$ cat config.mk
export PLATFORM = sky130hd
export DESIGN_NAME = fnwc_front_flat
export DESIGN_NICKNAME = d
export VERILOG_FILES = /design/src/rtl/assert_macros.svh /design/src/rtl/fnwc_pkg.sv /design/src/rtl/fnwc_if.sv /design/src/rtl/fnwc_front.sv /design/src/flat_wrapper.sv
export SDC_FILE = /design/constraint.sdc
export NUM_CORES = 1
export LEC_CHECK = 0
export ABC_AREA = 1
export ABC_CLOCK_PERIOD_IN_PS = 25300
export CAP_MARGIN = 20
export CORE_ASPECT_RATIO = 0.6
export CORE_MARGIN = 1
export CORE_UTILIZATION = 30
export DETAILED_ROUTE_END_ITERATION = 10
export DONT_BUFFER_PORTS = 1
export GPL_TIMING_DRIVEN = 0
export PLACE_DENSITY_LB_ADDON = 0.05
export SLEW_MARGIN = 0
export SYNTH_ARGS = -nofsm -noshare
export SYNTH_HDL_FRONTEND = slang
export SYNTH_SLANG_ARGS = --single-unit
$ cat constraint.sdc
create_clock -name clk_i -period 25.3 [get_ports clk_i]
set_input_delay 3.795 -clock clk_i [delete_from_list [all_inputs] [get_ports clk_i]]
set_output_delay 3.795 -clock clk_i [all_outputs]
set_load 0.01 [all_outputs]
$ cat src/rtl/assert_macros.svh
// Assertion helpers; the enclosing module provides clk_i and rst_ni.
`ifndef ASSERT_MACROS_SVH
`define ASSERT_MACROS_SVH
`ifndef SYNTHESIS
`define FNWC_ASSERT(lbl, prop, msg) \
  lbl: assert property (@(posedge clk_i) disable iff (!rst_ni) (prop)) else $error(msg);
`define FNWC_NEVER(lbl, cond, msg) \
  lbl: assert property (@(posedge clk_i) disable iff (!rst_ni) !(cond)) else $error(msg);
`else
`define FNWC_ASSERT(lbl, prop, msg)
`define FNWC_NEVER(lbl, cond, msg)
`endif
`endif

$ cat src/rtl/fnwc_pkg.sv
`default_nettype none
package fnwc_pkg;

  localparam int REF_W     = 26;
  localparam int TWOREF_W  = 27;
  localparam int CARRIER_W = 31;
  localparam int DEV_W     = 20;
  localparam int NUM_W     = 25;
  localparam int ODIV_W    = 5;
  localparam int PFD_W     = 26;
  localparam int FRAC_W    = 19;
  localparam int DIV_QW    = CARRIER_W + FRAC_W;
  localparam int DEV_PAD_W = DIV_QW - NUM_W - FRAC_W;
  localparam int DEVW_W    = 24;

  localparam logic [REF_W-1:0]     REF_RESET_HZ = 26'd25600000;
  localparam logic [CARRIER_W-1:0] LIMIT_BAND5  = 31'd177000000;
  localparam logic [CARRIER_W-1:0] LIMIT_BAND4  = 31'd239000000;
  localparam logic [CARRIER_W-1:0] LIMIT_BAND3  = 31'd353000000;
  localparam logic [CARRIER_W-1:0] LIMIT_BAND2  = 31'd525000000;
  localparam logic [CARRIER_W-1:0] LIMIT_BAND1  = 31'd705000000;

  localparam logic [27:0] DIV3_MUL   = 28'd178956971;
  localparam int          DIV3_SHIFT = 29;

  localparam logic [2:0] BAND_5 = 3'd5;
  localparam logic [2:0] BAND_4 = 3'd4;
  localparam logic [2:0] BAND_3 = 3'd3;
  localparam logic [2:0] BAND_2 = 3'd2;
  localparam logic [2:0] BAND_1 = 3'd1;
  localparam logic [2:0] BAND_0 = 3'd0;

  localparam logic [7:0]        INTDIV_MAX = 8'hFF;
  localparam logic [FRAC_W:0]   FRAC_MAX   = 20'hFFFFF;
  localparam logic [DEVW_W-1:0] DEVW_MAX   = 24'hFFFFFF;

  typedef struct packed {
    logic [2:0]           band;
    logic [CARRIER_W-1:0] carrier;
    logic [PFD_W-1:0]     pfd;
    logic [TWOREF_W-1:0]  tworef;
    logic [NUM_W-1:0]     num;
  } entry_t;

  typedef struct packed {
    logic [2:0] band;
    logic       pfd_zero;
    logic       ref_zero;
  } side_t;

endpackage
`default_nettype wire

$ cat src/rtl/fnwc_if.sv
`default_nettype none
interface fnwc_in_if;
  logic        valid;
  logic        ready;
  logic [30:0] carrier_hz;
  logic [19:0] fsk_dev_hz;
  modport source (output valid, carrier_hz, fsk_dev_hz, input ready);
  modport sink (input valid, carrier_hz, fsk_dev_hz, output ready);
endinterface

`default_nettype wire

$ cat src/rtl/fnwc_front.sv
`default_nettype none
module fnwc_front import fnwc_pkg::*; (
  input  wire logic             clk_i,
  input  wire logic             rst_ni,
  input  wire logic [REF_W-1:0] ref_i,
  fnwc_in_if.sink               req_i,
  input  wire logic             full_i,
  output logic                  push_o,
  output entry_t                entry_o
);

  logic                 vld_q;
  logic [CARRIER_W-1:0] carrier_q;
  logic [DEV_W-1:0]     dev_q;

  logic [2:0]           band;
  logic [ODIV_W-1:0]    odiv;
  logic                 tri_f;
  logic [2:0]           shamt;
  logic [TWOREF_W-1:0]  tworef;
  logic [TWOREF_W-1:0]  x;
  logic [54:0]          prod;

  assign req_i.ready = !vld_q || !full_i;
  assign push_o      = vld_q && !full_i;

  always_ff @(posedge clk_i or negedge rst_ni) begin
    if (!rst_ni) begin
      vld_q <= 1'b0;
    end else if (req_i.ready) begin
      vld_q <= req_i.valid;
    end
  end

  always_ff @(posedge clk_i) begin
    if (req_i.ready && req_i.valid) begin
      carrier_q <= req_i.carrier_hz;
      dev_q     <= req_i.fsk_dev_hz;
    end
  end

  always_comb begin
    if (carrier_q < LIMIT_BAND5) begin
      band = BAND_5; odiv = 5'd24; tri_f = 1'b1; shamt = 3'd3;
    end else if (carrier_q < LIMIT_BAND4) begin
      band = BAND_4; odiv = 5'd16; tri_f = 1'b0; shamt = 3'd4;
    end else if (carrier_q < LIMIT_BAND3) begin
      band = BAND_3; odiv = 5'd12; tri_f = 1'b1; shamt = 3'd2;
    end else if (carrier_q < LIMIT_BAND2) begin
      band = BAND_2; odiv = 5'd8;  tri_f = 1'b0; shamt = 3'd3;
    end else if (carrier_q < LIMIT_BAND1) begin
      band = BAND_1; odiv = 5'd6;  tri_f = 1'b1; shamt = 3'd1;
    end else begin
      band = BAND_0; odiv = 5'd4;  tri_f = 1'b0; shamt = 3'd2;
    end
  end

  assign tworef = {ref_i, 1'b0};
  assign x      = tworef >> shamt;
  assign prod   = 55'(x) * 55'(DIV3_MUL);

  always_comb begin
    entry_o.band    = band;
    entry_o.carrier = carrier_q;
    entry_o.pfd     = tri_f ? prod[DIV3_SHIFT +: PFD_W] : x[PFD_W-1:0];
    entry_o.tworef  = tworef;
    entry_o.num     = NUM_W'(dev_q) * NUM_W'(odiv);
  end

endmodule
`default_nettype wire

$ cat src/flat_wrapper.sv
// flat-port wrapper written by rule: the top's interface ports become plain ports
module fnwc_front_flat import fnwc_pkg::*;
  (clk_i, rst_ni, ref_i, full_i, push_o, entry_o, req_i_valid, req_i_carrier_hz, req_i_fsk_dev_hz, req_i_ready);
  fnwc_in_if req_i_i ();
  input  wire logic clk_i;
  input  wire logic rst_ni;
  input  wire logic [REF_W-1:0] ref_i;
  input  wire logic full_i;
  output logic push_o;
  output entry_t entry_o;
  input wire logic [$bits(req_i_i.valid)-1:0] req_i_valid;
  input wire logic [$bits(req_i_i.carrier_hz)-1:0] req_i_carrier_hz;
  input wire logic [$bits(req_i_i.fsk_dev_hz)-1:0] req_i_fsk_dev_hz;
  output wire logic [$bits(req_i_i.ready)-1:0] req_i_ready;
  assign req_i_i.valid = req_i_valid;
  assign req_i_i.carrier_hz = req_i_carrier_hz;
  assign req_i_i.fsk_dev_hz = req_i_fsk_dev_hz;
  assign req_i_ready = req_i_i.ready;
  fnwc_front u_core (.clk_i(clk_i), .rst_ni(rst_ni), .ref_i(ref_i), .req_i(req_i_i), .full_i(full_i), .push_o(push_o), .entry_o(entry_o));
endmodule
==> metrics <==
initial antenna violation count=0; IO buf count=0; post-synthesis mux area share=0.000689; First DRT Iteration DRCs=1005; Tcrit/Tclk final=0.624; CTS root buffer=clkbuf_16; placed wire-length estimate=52200 um; core area=0.0532 mm2; Layout Cells excl Fill=2816; layout cells sized above 1=0.0483; Max stage delay cell, worst path=o21ai_1; H-Tree Depth=2; syn avg cell area=7.81 um2; final slew viol count=0; Seq cells post-synth=52; Peak Freq=63.4 MHz; Critical Path Start=ref_i[15]; clk buf depth=2; placed cells=2806; most frequent cells in the layout=inv_1, nand2_1, ha_1, fa_1, nor2_1; largest cells by area after synthesis=fa_1, ha_1, inv_1, edfxtp_1, nand2_1; # DRC=0; Mapped Cells=2093; GPL Wtd Cong=0.912; HP Class=register to register; Post-CTS Repair Setup Buffers=0; vias per std cell=4.74; Wirelength per Cell=20.4 um; clock latency at the later pin of the worst-skew pair=0.32 ns; r2r endpoint=u_core.dev_q[5]; antenna diode count=0; Setup crit end=entry_o[77]; Post-Synth Adder-Cell Area=0.480; Clock Sinks=52; Final Hold Vio Count=0; die area=0.0554 mm2; Worst Setup Path Type=primary input to output port; worst reg2reg path startpoint=u_core.vld_q; main combinational cell family by area after synthesis=adder cells; Worst Reg2Reg Path Length in Cells=3; CP Data Arrival Time=11.98 ns; Distinct cells, synth=53; I/O pins=195; hold_buf cts=0; sequential area share after synthesis=0.0953; Clock transition at path regs=0.08 ns; gr ovfl total=0; post-synthesis to final-layout area growth=7.05%; simple-gate share of the synthesized area=0.168; mapped cell area=0.0163 mm2; Crit. End Element=output port; setup_tns=0 ns; Startpoint Class=primary input; Largest stage delay, worst path=0.76 ns; setup violators final=0; Compound-Gate Fraction of Synth Area=0.0921; global-route wire length before repair=87500 um; Fill cells=5764; via count=13.4k; Synth top area share=0.287; largest net degree at the start of global routing=27; RSZ-0062 raised after global routing=false; worst-margin pin slew=0.973 ns; run status=finished, final reports clean; reg2reg setup slack=23.80 ns; row count=65; Max-Cap Viols=0; nets=2679; CP Max Fanout=6; Num CTS Buffers=5; Max Clock Skew=0.00809 ns; vias in the first global route=13.5k; die height=183 um; post-cts resize count=0; Initial Util=0.307; worst relative slew slack=0.347; xor/xnor share of the synthesized area=0.0172; Ys Warns=0; Levels on crit path=28; fin crit period=15.78 ns; CP top delay family=adder cells; first drt pass iteration count=5; CP bufs+invs=8; commonest non-fill, non-tap cell in the layout=inv_1; Die W=303 um; WP data required=21.50 ns; WL final=57400 um; TritonCTS clock tree=yes; Post-DRT Antenna Nets=0; Yosys top cell by area=fa_1; cell repeated most along the worst path=inv_1; GRT Util Overall=0.216
## worst reg2reg max path, stage by stage (launching register included)
cell and delay [ns]:
dfrtp_1 0.42, a21oi_4 0.31, buf_12 0.24, buf_16 0.22
## flip-flops by register name, summed over array words and instances (netlist names)
name              flops
u_core.carrier_q     31
u_core.vld_q          1
u_core.dev_q         20
## kinds of logic after synthesis
group | after synthesis
simple gates | 647
buf+inv | 606
fa+ha+maj | 486
compound gates | 268
flops | 52
xor+xnor | 32
other cells | 1
mux | 1
## cells in the mapped netlist (all sizes together)
cell type  number
o41ai           1
ha            252
nor4            3
o221a           2
nor2          174
o2111ai         1
xnor2          12
a21boi          5
buf            37
o221ai          3
nand3b          8
a211oi          4
a21oi         108
or2             5
nor3           16
o211ai          5
conb            1
o22ai           1
nand2         373
a31oi          12
a21o            3
o21bai          2
clkinv          3
mux2            1
o21a           14
inv           552
clkbuf         14
o21ai         105
nand3          59
dfrtp           1
nand4           8
xor2           20
fa            234
a2111oi         2
edfxtp         51
and3            1
## per-layer routing
metal,vias up,track usage,part of all wire
met3,22,0.0399,0.064
met4,0,0.0227,0.010
met1,6541,0.364,0.56
li1,6459,-,-
met2,328,0.280,0.37
met5,-,0,0
## worst min path at each step
stage	from	endpoint	cells past startpoint
6_report	u_core.vld_q	u_core.vld_q	2
5_1_grt	u_core.vld_q	u_core.vld_q	2
4_1_cts	u_core.vld_q	u_core.vld_q	2
3_5_place_dp	u_core.vld_q	u_core.vld_q	2
3_3_place_gp	u_core.vld_q	u_core.vld_q	2
2_1_floorplan	u_core.vld_q	u_core.vld_q	2
## metrics by stage
step,hold WS (ns),cell area (um2),utilization,setup WS [ns]
final,0.663,17500,0.329,9.52
after global routing,0.702,17500,0.329,8.97
after global placement,0.567,17200,0.324,9.13
after detailed placement,0.652,17300,0.326,9.57
after floorplan,0.544,16400,-,11.37
after CTS,0.669,17500,0.329,9.55
## area by class of cell
class                   instances  area, um2  share of cell area
plain buffers                  51        314              0.0180
clock buffers                   5        125             0.00715
clock inverters                 3       28.8             0.00165
inverters                     555       2090               0.119
multi-input cells            1439      12400               0.709
flip-flops and latches         52       1560              0.0890
well taps                     703        880              0.0503
repair buffers                  8       91.3             0.00522
Power is left out: the tool's default activity adds up to more than one toggle a clock period on the data nets, which glitch-free logic cannot reach.
