## src/rtl/assert_macros.svh

```systemverilog
// Assertion helpers; the enclosing module provides clk_i and rst_ni.
`ifndef ASSERT_MACROS_SVH
`define ASSERT_MACROS_SVH
`ifndef SYNTHESIS
`define FNWC_ASSERT(lbl, prop, msg) \
  lbl: assert property (@(posedge clk_i) disable iff (!rst_ni) (prop)) else $error(msg);
`define FNWC_NEVER(lbl, cond, msg) \
  lbl: assert property (@(posedge clk_i) disable iff (!rst_ni) !(cond)) else $error(msg);
`else
`define FNWC_ASSERT(lbl, prop, msg)
`define FNWC_NEVER(lbl, cond, msg)
`endif
`endif

```

## src/rtl/fnwc_pkg.sv

```systemverilog
`default_nettype none
package fnwc_pkg;

  localparam int REF_W     = 26;
  localparam int TWOREF_W  = 27;
  localparam int CARRIER_W = 31;
  localparam int DEV_W     = 20;
  localparam int NUM_W     = 25;
  localparam int ODIV_W    = 5;
  localparam int PFD_W     = 26;
  localparam int FRAC_W    = 19;
  localparam int DIV_QW    = CARRIER_W + FRAC_W;
  localparam int DEV_PAD_W = DIV_QW - NUM_W - FRAC_W;
  localparam int DEVW_W    = 24;

  localparam logic [REF_W-1:0]     REF_RESET_HZ = 26'd25600000;
  localparam logic [CARRIER_W-1:0] LIMIT_BAND5  = 31'd177000000;
  localparam logic [CARRIER_W-1:0] LIMIT_BAND4  = 31'd239000000;
  localparam logic [CARRIER_W-1:0] LIMIT_BAND3  = 31'd353000000;
  localparam logic [CARRIER_W-1:0] LIMIT_BAND2  = 31'd525000000;
  localparam logic [CARRIER_W-1:0] LIMIT_BAND1  = 31'd705000000;

  localparam logic [27:0] DIV3_MUL   = 28'd178956971;
  localparam int          DIV3_SHIFT = 29;

  localparam logic [2:0] BAND_5 = 3'd5;
  localparam logic [2:0] BAND_4 = 3'd4;
  localparam logic [2:0] BAND_3 = 3'd3;
  localparam logic [2:0] BAND_2 = 3'd2;
  localparam logic [2:0] BAND_1 = 3'd1;
  localparam logic [2:0] BAND_0 = 3'd0;

  localparam logic [7:0]        INTDIV_MAX = 8'hFF;
  localparam logic [FRAC_W:0]   FRAC_MAX   = 20'hFFFFF;
  localparam logic [DEVW_W-1:0] DEVW_MAX   = 24'hFFFFFF;

  typedef struct packed {
    logic [2:0]           band;
    logic [CARRIER_W-1:0] carrier;
    logic [PFD_W-1:0]     pfd;
    logic [TWOREF_W-1:0]  tworef;
    logic [NUM_W-1:0]     num;
  } entry_t;

  typedef struct packed {
    logic [2:0] band;
    logic       pfd_zero;
    logic       ref_zero;
  } side_t;

endpackage
`default_nettype wire

```

## src/rtl/fnwc_fifo.sv

```systemverilog
`default_nettype none
`include "assert_macros.svh"
module fnwc_fifo import fnwc_pkg::*; #(
  parameter int DEPTH = 4
) (
  input  wire logic   clk_i,
  input  wire logic   rst_ni,
  input  wire logic   push_i,
  input  wire entry_t data_i,
  input  wire logic   pop_i,
  output entry_t      data_o,
  output logic        full_o,
  output logic        empty_o
);

  localparam int AW = (DEPTH > 1) ? $clog2(DEPTH) : 1;
  localparam int CW = AW + 1;

  entry_t         mem_q [DEPTH];
  logic [AW-1:0]  wr_ptr_q;
  logic [AW-1:0]  rd_ptr_q;
  logic [CW-1:0]  cnt_q;

  assign empty_o = (cnt_q == '0);
  assign full_o  = (cnt_q == CW'(DEPTH));
  assign data_o  = mem_q[rd_ptr_q];

  always_ff @(posedge clk_i or negedge rst_ni) begin
    if (!rst_ni) begin
      wr_ptr_q <= '0;
      rd_ptr_q <= '0;
      cnt_q    <= '0;
    end else begin
      if (push_i) begin
        wr_ptr_q <= (wr_ptr_q == AW'(DEPTH - 1)) ? '0 : wr_ptr_q + 1'b1;
      end
      if (pop_i) begin
        rd_ptr_q <= (rd_ptr_q == AW'(DEPTH - 1)) ? '0 : rd_ptr_q + 1'b1;
      end
      if (push_i && !pop_i) begin
        cnt_q <= cnt_q + 1'b1;
      end else if (pop_i && !push_i) begin
        cnt_q <= cnt_q - 1'b1;
      end
    end
  end

  always_ff @(posedge clk_i) begin
    if (push_i) begin
      mem_q[wr_ptr_q] <= data_i;
    end
  end

  `FNWC_ASSERT(a_cnt_bound, cnt_q <= CW'(DEPTH), "queue count beyond depth")
  `FNWC_ASSERT(a_empty_ptrs, (cnt_q == '0) |-> (rd_ptr_q == wr_ptr_q), "empty queue with ptr skew")
  `FNWC_ASSERT(a_cnt_up, (push_i && !pop_i) |=> (cnt_q == $past(cnt_q) + 1'b1), "count not advanced")

endmodule
`default_nettype wire

```

## config.mk

```make
export PLATFORM = sky130hd
export DESIGN_NAME = fnwc_fifo
export DESIGN_NICKNAME = d
export VERILOG_FILES = /design/src/rtl/fnwc_pkg.sv /design/src/rtl/fnwc_fifo.sv
export VERILOG_INCLUDE_DIRS = /design/src /design/src/rtl
export SDC_FILE = /design/constraint.sdc
export NUM_CORES = 1
export LEC_CHECK = 0
export BUFFER_PORTS_ARGS = -buffer_cell sky130_fd_sc_hd__buf_2
export CORE_UTILIZATION = 45
export CTS_BUF_LIST = sky130_fd_sc_hd__clkbuf_8
export DETAILED_ROUTE_END_ITERATION = 6
export GPL_ROUTABILITY_DRIVEN = 0
export HOLD_SLACK_MARGIN = 0.12
export PLACE_DENSITY = 0.63
export SYNTH_ARGS = -nofsm -noshare
export SYNTH_HDL_FRONTEND = slang
export SYNTH_SLANG_ARGS = --single-unit
```

## constraint.sdc

```tcl
create_clock -name clk_i -period 4.3 [get_ports clk_i]
set_input_delay 0.86 -clock clk_i [delete_from_list [all_inputs] [get_ports clk_i]]
set_output_delay 0.86 -clock clk_i [all_outputs]
set_load 0.005 [all_outputs]
```

==> impl_metrics.py, run 1 <==
metrics = {
    "status": {
        "status": "complete, no violations",
    },
    "clock_tree": {
        "clk_latency_ps": 590,
        "cts_buffers": 72,
        "cts_tree": "done",
        "cts.path.max_buffers": 3,
        "htree_levels": 3,
        "cts_root_buffer": "clkbuf_8",
        "post_cts_buffers": 0,
        "cts.sink_count": 455,
        "ctsResizeCount": 0,
        "clkTransAtPathRegs_ps": 60,
    },
    "yosys": {
        "avgSynthCellArea_um2": 26.59,
        "synth.distinct_cells": 19,
        "yosys_warnings": 0,
        "syn-num-nets": 746,
        "netlist_instances": 623,
        "synth_top_cells_by_area": "edfxtp_1, mux4_2, dfrtp_1",
        "synth.cell_area_mm2": 0.01656,
        "ys_seq_area_share_pct": 82.27,
        "yosys.area.top_type_share_pct": 81.21,
        "synth_top_cell_by_area": "edfxtp_1",
        "ys_seq_elements": 455,
    },
    "die": {
        "ioPinCount": 230,
        "die_area_mm2": 0.03758,
        "dieHeight_um": 193.9,
        "core_mm2": 0.03591,
        "start_util_pct": 46.12,
        "rows": 69,
        "fp.dieW_um": 193.9,
    },
    "routing": {
        "drt-vias-per-instance": 5.197,
        "drt_first_pass_iters": 4,
        "ant_nets": 0,
        "wl_um": 30910,
        "routedWlPerCell_um": 21.56,
        "drc": 0,
        "drt-initial-drc-count": 411,
        "via_count": 7453,
    },
    "sta": {
        "min_period_ps": 3347,
        "hold_viol_final": 0,
        "period_share_pct": 77.83,
        "setup-violations-final": 0,
        "final.setup_skew_ps": 17.78,
        "slew_headroom_pct": 46.72,
        "rsz0062_at_grt": "false",
        "tns_ps": 0,
        "whs_ps": 479.5,
        "slew_violations": 0,
        "tightest_slew_ps": 799.2,
        "max_freq_mhz": 298.8,
    },
    "setup_path": {
        "critPathKind": "reg -> out",
        "cp.arrival_ps": 2490,
        "crit_path_end_kind": "output port",
        "required_ps": 3440,
        "path_max_fanout": 40,
        "critPathLaunchType": "flip-flop",
    },
    "global_route": {
        "grt_pass1_vias": 8295,
        "grt_pass1_wl_um": 47950,
        "antenna_found_initial": 7,
        "grt_overflow": 0,
        "gr-usage-all-layers_pct": 17.10,
        "grt_max_degree": 68,
    },
    "final_layout": {
        "fin_util_pct": 54.65,
        "seqCellArea_mm2": 0.01364,
        "final_nets": 1039,
        "fin_area_mm2": 0.01963,
        "mostFrequentLayoutCell": "edfxtp_1",
        "layout-drive-gt1-share_pct": 46.13,
        "final_cell_mix": "edfxtp_1, buf_2, mux4_2",
        "filler_cell_count": 2782,
        "multiInputGateArea_mm2": 0.002754,
        "syn_to_final_growth_pct": 18.50,
    },
    "pwr": {
        "power_frac_clock_pct": 26.2,
        "p_comb_share_pct": 26.1,
        "irDropWorstVdd_mv": 0.3461,
        "switching_power_mw": 3.460,
        "p_int_mw": 9.096,
        "pwr-share-seq_pct": 47.7,
        "cellLeakagePower_nw": 6.766,
        "power_mw": 12.56,
        "switching_share_pct": 27.56,
        "power_density_mw_per_mm2": 639.7,
    },
    "placement": {
        "hpwl_um": 18100,
        "io_buffers": 229,
        "placedInstanceArea_mm2": 0.01832,
    },
    "worst_hold_path": {
        "hold_class": "in -> reg",
    },
    "flow_run": {
        "maxCapViolCount": 0,
    },
}
flip-flops by register name (all words and copies together), names as in the netlist:
register	flops
rd_ptr_q	2
mem_q	448
cnt_q	3
wr_ptr_q	2
critical path, stage by stage, from the launching register on:
cell and delay (ps):
dfrtp_4 860, buf_4 500, mux4_2 370, buf_2 160
metrics by stage:
step           cells  worst slack, ps
6_report        1434            953.4
5_1_grt         1431            772.6
3_3_place_gp    1302             1506
2_1_floorplan    623            380.2
4_1_cts         1430            846.9
3_5_place_dp    1302             1494
area by class of cell:
class,count,share of cell area (%)
clock buffer,75,5.259
inverter,4,0.07649
sequential,455,69.47
multi-input combinational,138,14.03
timing repair buffer,245,6.846
antenna,4,0.05099
clock inverter,52,1.332
tap,461,2.939
metal layers:
metal	routed length, um	GRT usage [%]	up-vias
met5	51	0	-
met2	14440	26.57	233
met1	13210	22.41	3870
li1	-	-	3291
met4	528	5.820	8
met3	2676	6.314	51
power groups by stage:
stage | Combinational (mW) | Sequential [mW] | Clock [mW]
4_1_cts | 3.39 | 6.00 | 3.41
2_1_floorplan | 2.18 | 5.96 | 0
5_1_grt | 3.58 | 6.06 | 3.60
3_5_place_dp | 3.38 | 6.09 | 0
6_report | 3.28 | 5.99 | 3.29
3_3_place_gp | 3.37 | 6.07 | 0
worst paths after layout:
path,startpoint,end,slack (ps),depth (start not counted)
max in group asynchronous,rst_ni,rd_ptr_q[1]$_DFFE_PN0P_,3470,2
setup reg to reg,wr_ptr_q[0]$_DFFE_PN0P_,mem_q[2][91]$_DFFE_PP_,2200,4
min in group asynchronous,rst_ni,cnt_q[2]$_DFFE_PN0P_,640,2
hold / removal,data_i[96],mem_q[2][96]$_DFFE_PP_,480,1
hold reg to reg,cnt_q[2]$_DFFE_PN0P_,cnt_q[2]$_DFFE_PN0P_,490,1
setup / recovery,rd_ptr_q[1]$_DFFE_PN0P_,data_o[27],950,3
what timing repair did:
item                                   in CTS  in global routing
setup endpoints to repair                   0                  0
endpoints found under the hold margin       7                  0
hold buffers                                1                  0
synth_stat cells:
cell type	count
and2_1	4
buf_2	13
buf_4	1
buf_6	8
clkbuf_1	4
dfrtp_1	7
edfxtp_1	448
fa_1	1
ha_1	6
inv_1	4
mux2_2	3
mux4_2	112
nand2_1	2
nor2_1	3
nor3_1	1
nor3b_1	1
o21ai_0	2
xnor2_1	1
xor2_1	2
kinds of logic (layout without fill, tap and decap cells):
| logic type | Yosys count | count (layout) | synth area share (%) |
|---|---|---|---|
| AO/OA/AOI/OAI | 2 | 2 | 0.06043 |
| XOR/XNOR | 3 | 3 | 0.1587 |
| adder cells (fa/ha/maj) | 7 | 7 | 0.5741 |
| buffers and inverters | 30 | 376 | 1.163 |
| flip-flops | 455 | 455 | 82.27 |
| multiplexers | 115 | 115 | 15.43 |
| other | 0 | 4 | 0 |
| AND/OR/NAND/NOR | 11 | 11 | 0.3399 |
Note: power is estimated with default switching activity, not from simulation.
==> inputs of run 2 (changes only) <==
--- a/config.mk
+++ b/config.mk
@@ -6,13 +6,14 @@
 export SDC_FILE = /design/constraint.sdc
 export NUM_CORES = 1
 export LEC_CHECK = 0
+export ABC_AREA = 1
 export BUFFER_PORTS_ARGS = -buffer_cell sky130_fd_sc_hd__buf_2
 export CORE_UTILIZATION = 45
 export CTS_BUF_LIST = sky130_fd_sc_hd__clkbuf_8
 export DETAILED_ROUTE_END_ITERATION = 6
 export GPL_ROUTABILITY_DRIVEN = 0
 export HOLD_SLACK_MARGIN = 0.12
-export PLACE_DENSITY = 0.63
+export PLACE_DENSITY = 0.65
 export SYNTH_ARGS = -nofsm -noshare
 export SYNTH_HDL_FRONTEND = slang
 export SYNTH_SLANG_ARGS = --single-unit
==> constraint.sdc (replaced) <==
create_clock -name clk_i -period 2.9 [get_ports clk_i]
set_input_delay 0.58 -clock clk_i [delete_from_list [all_inputs] [get_ports clk_i]]
set_output_delay 0.58 -clock clk_i [all_outputs]
set_load 0.005 [all_outputs]
==> impl_metrics.py, run 2 <==
metrics = {
    "worst_hold_path": {
        "min_delay_path_depth": 1,
        "holdCritStartpoint": "data_i[106]",
        "min_to": "mem_q[0][106]$_DFFE_PP_",
        "hold_class": "in -> reg",
    },
    "final_layout": {
        "syn_to_final_growth_pct": 17.41,
        "layoutNonFillerInstCount": 2203,
        "filler_cell_count": 3369,
        "final_cell_mix": "edfxtp_1, nand2_1, inv_1",
        "mostFrequentLayoutCell": "edfxtp_1",
        "largestRegisters": "mem_q (448), cnt_q (3)",
        "regMostFlops": "mem_q",
        "largest_reg_flops": 448,
        "final_nets": 1744,
        "fin_util_pct": 53.46,
        "layout-drive-gt1-share_pct": 21.04,
    },
    "routing": {
        "via_count": 10870,
        "drt_first_pass_iters": 4,
        "wl_um": 37340,
        "drc": 0,
        "drt-vias-per-instance": 4.936,
        "routedWlPerCell_um": 16.95,
        "drt-initial-drc-count": 579,
        "ant_nets": 0,
    },
    "sta": {
        "max_freq_mhz": 366.5,
        "rsz0062_at_grt": "false",
        "slew_violations": 0,
        "min_period_ps": 2728,
        "tns_ps": 0,
        "setup-violations-final": 0,
        "slew_headroom_pct": 56.78,
        "hold_viol_final": 0,
        "tightest_slew_ps": 648.3,
        "period_share_pct": 94.09,
        "final.setup_skew_ps": 21.10,
        "whs_ps": 180.1,
    },
    "global_route": {
        "grt_max_degree": 114,
        "grt_pass1_vias": 10810,
        "grt_pass1_wl_um": 57590,
        "gr-usage-all-layers_pct": 18.17,
        "grt_overflow": 0,
        "antenna_found_initial": 6,
    },
    "yosys": {
        "syn-num-nets": 1482,
        "synth.most_common_cell": "edfxtp_1",
        "yosys.area.top_type_share_pct": 74.36,
        "ys_async_sr_fraction_pct": 1.538,
        "ys_seq_elements": 455,
        "netlist_instances": 1359,
        "yosys_warnings": 0,
        "synthTopCellsByCount": "edfxtp_1, nand2_1, inv_1, o211ai_1, buf_2",
        "synth_top_cells_by_area": "edfxtp_1, o211ai_1, nand2_1",
        "avgSynthCellArea_um2": 13.31,
        "dominantRegCellSynth": "edfxtp_1",
        "synth.cell_area_mm2": 0.01809,
        "synth_top_cell_by_area": "edfxtp_1",
        "ys_seq_area_share_pct": 75.33,
        "synth_edf_count": 448,
        "synth.distinct_cells": 19,
    },
    "placement": {
        "dp_cells": 2064,
        "hpwl_um": 20820,
        "io_buffers": 229,
    },
    "clock_tree": {
        "cts.sink_count": 455,
        "htree_levels": 3,
        "cts_buffers": 76,
        "post_cts_buffers": 0,
        "cts_tree": "done",
        "cts.path.max_buffers": 3,
        "clkTransAtPathRegs_ps": 60,
        "clk_latency_ps": 610,
        "cts_root_buffer": "clkbuf_8",
    },
    "die": {
        "rows": 73,
        "core_mm2": 0.03973,
        "ioPinCount": 230,
        "start_util_pct": 45.53,
        "fp.dieW_um": 202.5,
        "die_area_mm2": 0.04101,
        "dieHeight_um": 202.5,
    },
    "pwr": {
        "power_mw": 19.61,
        "cellLeakagePower_nw": 8.651,
        "irDropWorstVdd_mv": 0.6574,
        "power_density_mw_per_mm2": 923.4,
    },
    "setup_path": {
        "startpoint": "rd_ptr_q[0]$_DFFE_PN0P_",
        "crit_top_cell": "nand2_1",
        "required_ps": 2320,
        "critPathLaunchType": "flip-flop",
        "reg2reg_to": "mem_q[1][43]$_DFFE_PP_",
        "path_cells": "bufinv_16 > buf_12 > nand2_1 > o211ai_1 > nand2_1 > buf_2",
        "path_delay_family": "buffers and inverters",
        "slowest_delay_ps": 500,
        "r2r_start": "wr_ptr_q[1]$_DFFE_PN0P_",
        "slowest_stage": "dfrtp_2",
        "path_max_fanout": 66,
        "r2r_slack_ps": 1180,
        "critPathBufInv": 3,
        "critPathKind": "reg -> out",
        "crit_path_end_kind": "output port",
        "r2r_cells": 5,
        "cp.arrival_ps": 2150,
    },
    "flow_run": {
        "maxCapViolCount": 0,
    },
    "status": {
        "status": "complete, no violations",
    },
}
-- run 2: cell types whose count changed in the layout (fill, tap and decap cells not counted), sizes merged, moves of 3 or more --
cell and change:
mux2 -3, inv +237, buf +10, and2 -4, clkbuf +3, o211ai +224
nand2 +349, clkinvlp +7, clkinv -8, mux4 -112
-- run 2: how the worst max path moves through the flow --
| stage | cells past startpoint | slack, ps | endpoint |
|---|---|---|---|
| detailed placement | 6 | 660 | data_o[6] |
| floorplan | 4 | 140 | mem_q[0][0]$_DFFE_PP_ |
| finish | 6 | 170 | data_o[51] |
| CTS | 6 | 30 | data_o[6] |
| global route | 6 | 10 | data_o[56] |
| global placement | 6 | 710 | data_o[6] |
-- run 2: layout make-up --
cell class | count | area, um2 | area share [%]
sequential | 455 | 13630 | 64.18
multi-input combinational | 593 | 3152 | 14.84
timing repair buffer | 256 | 1540 | 7.251
clock buffer | 78 | 1074 | 5.054
inverter | 237 | 933.4 | 4.394
tap | 525 | 656.9 | 3.092
clock inverter | 52 | 222.7 | 1.048
timing repair inverter | 2 | 17.52 | 0.08246
antenna | 5 | 12.51 | 0.05890
-- run 2: cells by family (layout without fill, tap and decap cells) --
group,after synthesis,after routing,share of synthesized area [%]
AND/OR/NAND/NOR,357,357,7.442
AO/OA/AOI/OAI,228,228,9.406
buffers and inverters,311,625,7.248
flip-flops,455,455,75.33
other,0,5,0
adder cells (fa/ha/maj),7,7,0.5256
XOR/XNOR,1,1,0.04842
-- run 2: metrics by stage --
stage          worst slack, ps  cell area [um2]
5_1_grt                  10.60            21230
3_5_place_dp             658.6            19860
4_1_cts                  26.67            21190
6_report                 171.5            21240
3_3_place_gp             707.0            19860
2_1_floorplan            142.0            18110
-- run 2: timing repair --
item	in CTS	in global routing
endpoints found under the setup margin	6	32
hold buffers	2	0
endpoints found under the hold margin	10	0
cloned	0	2
resized for setup	1	5
-- run 2: metal layers --
metal	part of all wire, %	routed length, um	up-vias	global-route usage, %
met4	1.7	643	4	5.639
met5	0.075	28	-	0
met2	49	18310	266	30.52
met3	6.5	2411	58	5.506
li1	-	-	5280	-
met1	43	15950	5265	22.54
-- run 2: power breakdown --
group,internal (mW),switching [mW],leakage (nW)
Sequential,8.43,0.267,4.20
Combinational,2.19,3.86,3.69
Clock,2.48,2.39,0.760
Total,13.1,6.52,8.65
==> inputs of run 3 (changes only) <==
--- a/config.mk
+++ b/config.mk
@@ -8,6 +8,7 @@
 export LEC_CHECK = 0
 export ABC_AREA = 1
 export BUFFER_PORTS_ARGS = -buffer_cell sky130_fd_sc_hd__buf_2
+export CORE_ASPECT_RATIO = 1.75
 export CORE_UTILIZATION = 45
 export CTS_BUF_LIST = sky130_fd_sc_hd__clkbuf_8
 export DETAILED_ROUTE_END_ITERATION = 6
==> impl_metrics.py, run 3 (synthesis gave the netlist of run 2 again) <==
metrics = {
    "routing": {
        "drt_first_pass_iters": 6,
        "wl_um": 36770,
        "drt-initial-drc-count": 523,
        "drt-vias-per-instance": 5.045,
        "routedWlPerCell_um": 17.13,
        "via_count": 10830,
        "drc": 0,
        "ant_nets": 0,
    },
    "worst_hold_path": {
        "hold_class": "in -> reg",
    },
    "sta": {
        "slew_headroom_pct": 56.49,
        "worst_slack_ps": 175.7,
        "tns_ps": 0,
        "min_period_ps": 2724,
        "setup-violations-final": 0,
        "hold_viol_final": 0,
        "period_share_pct": 93.94,
        "slew_violations": 0,
        "max_freq_mhz": 367.1,
        "tightest_slew_ps": 652.7,
        "rsz0062_at_grt": "false",
        "final.setup_skew_ps": 25.68,
    },
    "pwr": {
        "cellLeakagePower_nw": 8.548,
        "pwr-share-seq_pct": 45.0,
        "switching_share_pct": 33.12,
        "power_mw": 19.27,
        "p_int_mw": 12.89,
        "power_frac_clock_pct": 23.8,
        "power_density_mw_per_mm2": 916.3,
        "switching_power_mw": 6.383,
        "p_comb_share_pct": 31.2,
        "irDropWorstVdd_mv": 0.4400,
    },
    "final_layout": {
        "largest_reg_flops": 448,
        "filler_cell_count": 3340,
        "final_nets": 1726,
        "layout-drive-gt1-share_pct": 20.28,
        "fin_area_mm2": 0.02103,
        "regMostFlops": "mem_q",
        "final_cell_mix": "edfxtp_1, nand2_1, inv_1",
        "mostFrequentLayoutCell": "edfxtp_1",
        "multiInputGateArea_mm2": 0.003152,
        "layoutNonFillerInstCount": 2147,
        "syn_to_final_growth_pct": 16.25,
        "largestRegisters": "mem_q (448), cnt_q (3)",
        "seqCellArea_mm2": 0.01363,
    },
    "setup_path": {
        "crit_path_end_kind": "output port",
        "cp.arrival_ps": 2140,
        "critPathKind": "reg -> out",
        "path_delay_family": "buffers and inverters",
        "required_ps": 2320,
        "slowest_stage": "dfrtp_1",
        "path_cells": "clkinv_8 > buf_12 > nand2_1 > o211ai_1 > nand2_1 > buf_2",
        "path_max_fanout": 64,
        "slowest_delay_ps": 480,
        "crit_top_cell": "nand2_1",
        "critPathBufInv": 3,
        "critPathLaunchType": "flip-flop",
    },
    "clock_tree": {
        "clk_latency_ps": 590,
        "cts.sink_count": 455,
        "cts_tree": "done",
        "post_cts_buffers": 0,
        "cts_root_buffer": "clkbuf_8",
        "cts.path.max_buffers": 3,
        "clkTransAtPathRegs_ps": 60,
        "cts_buffers": 66,
        "htree_levels": 3,
    },
    "placement": {
        "dp_cells": 2024,
        "pre_cts_slack_ps": 730.2,
        "hpwl_um": 21250,
        "placedInstanceArea_mm2": 0.01982,
        "io_buffers": 229,
    },
    "global_route": {
        "grt_overflow": 0,
        "grt_pass1_vias": 10800,
        "grt_pass1_wl_um": 56930,
        "grt_max_degree": 72,
        "gr-usage-all-layers_pct": 18.30,
        "antenna_found_initial": 9,
    },
    "die": {
        "start_util_pct": 45.92,
        "fp.dieW_um": 153.6,
        "dieHeight_um": 267.2,
        "core_mm2": 0.03940,
        "rows": 96,
        "ioPinCount": 230,
        "die_area_mm2": 0.04104,
    },
    "flow_run": {
        "maxCapViolCount": 0,
    },
    "status": {
        "status": "complete, no violations",
    },
}
==> run 3: cell count changes in the layout (fill, tap and decap cells not counted), sizes merged <==
cell | before | now
buf | 254 | 249
clkbuf | 78 | 70
clkinv | 15 | 22
clkinvlp | 10 | 5
dlygate4sd3 | 2 | 1
inv | 265 | 256
==> run 3: per-layer routing <==
metal	vias to the layer above	GRT usage, %	share of wire, %
met2	264	33.05	52
met4	8	8.189	3.0
met5	-	0	0.15
met1	5221	20.27	39
met3	76	4.450	5.1
li1	5263	-	-
==> run 3: final cells by class <==
cell class	count	share of cell area [%]
repair buffers	250	7.223
clock buffers	70	4.581
inverters	237	4.373
multi-input cells	593	14.99
well taps	490	2.915
diodes	5	0.05950
flip-flops and latches	455	64.82
clock inverters	47	1.041
==> run 3: timing repair <==
action                                  CTS  global route
hold endpoints to repair                  7             0
gates resized for setup                   0             1
endpoints found under the setup margin    0             9
hold buffers                              1             0
==> run 3: worst paths after layout <==
kind | start | to | slack [ps] | cells past startpoint
setup / recovery | rd_ptr_q[0]$_DFFE_PN0P_ | data_o[20] | 180 | 6
hold / removal | data_i[92] | mem_q[0][92]$_DFFE_PP_ | 200 | 1
setup reg to reg | wr_ptr_q[0]$_DFFE_PN0P_ | mem_q[0][19]$_DFFE_PP_ | 1260 | 5
hold reg to reg | cnt_q[2]$_DFFE_PN0P_ | cnt_q[2]$_DFFE_PN0P_ | 540 | 2
max in group asynchronous | rst_ni | rd_ptr_q[1]$_DFFE_PN0P_ | 2350 | 2
min in group asynchronous | rst_ni | wr_ptr_q[1]$_DFFE_PN0P_ | 350 | 2
==> run 3: power by group through the flow <==
stage	logic, mW	registers, mW	clock network, mW
finish	6.01	8.68	4.58
global route	6.71	8.76	5.02
CTS	6.18	8.68	4.75
detailed placement	6.16	8.82	0
global placement	6.05	8.78	0
floorplan	3.65	8.81	0
==> run 3: stage by stage <==
step / hold slack [ps] / util, %
5_1_grt: 158.7 / 53.37
3_5_place_dp: 431.2 / 50.31
4_1_cts: 140.6 / 53.33
6_report: 201.5 / 53.38
2_1_floorplan: 284.4 / -
3_3_place_gp: 427.8 / 50.31
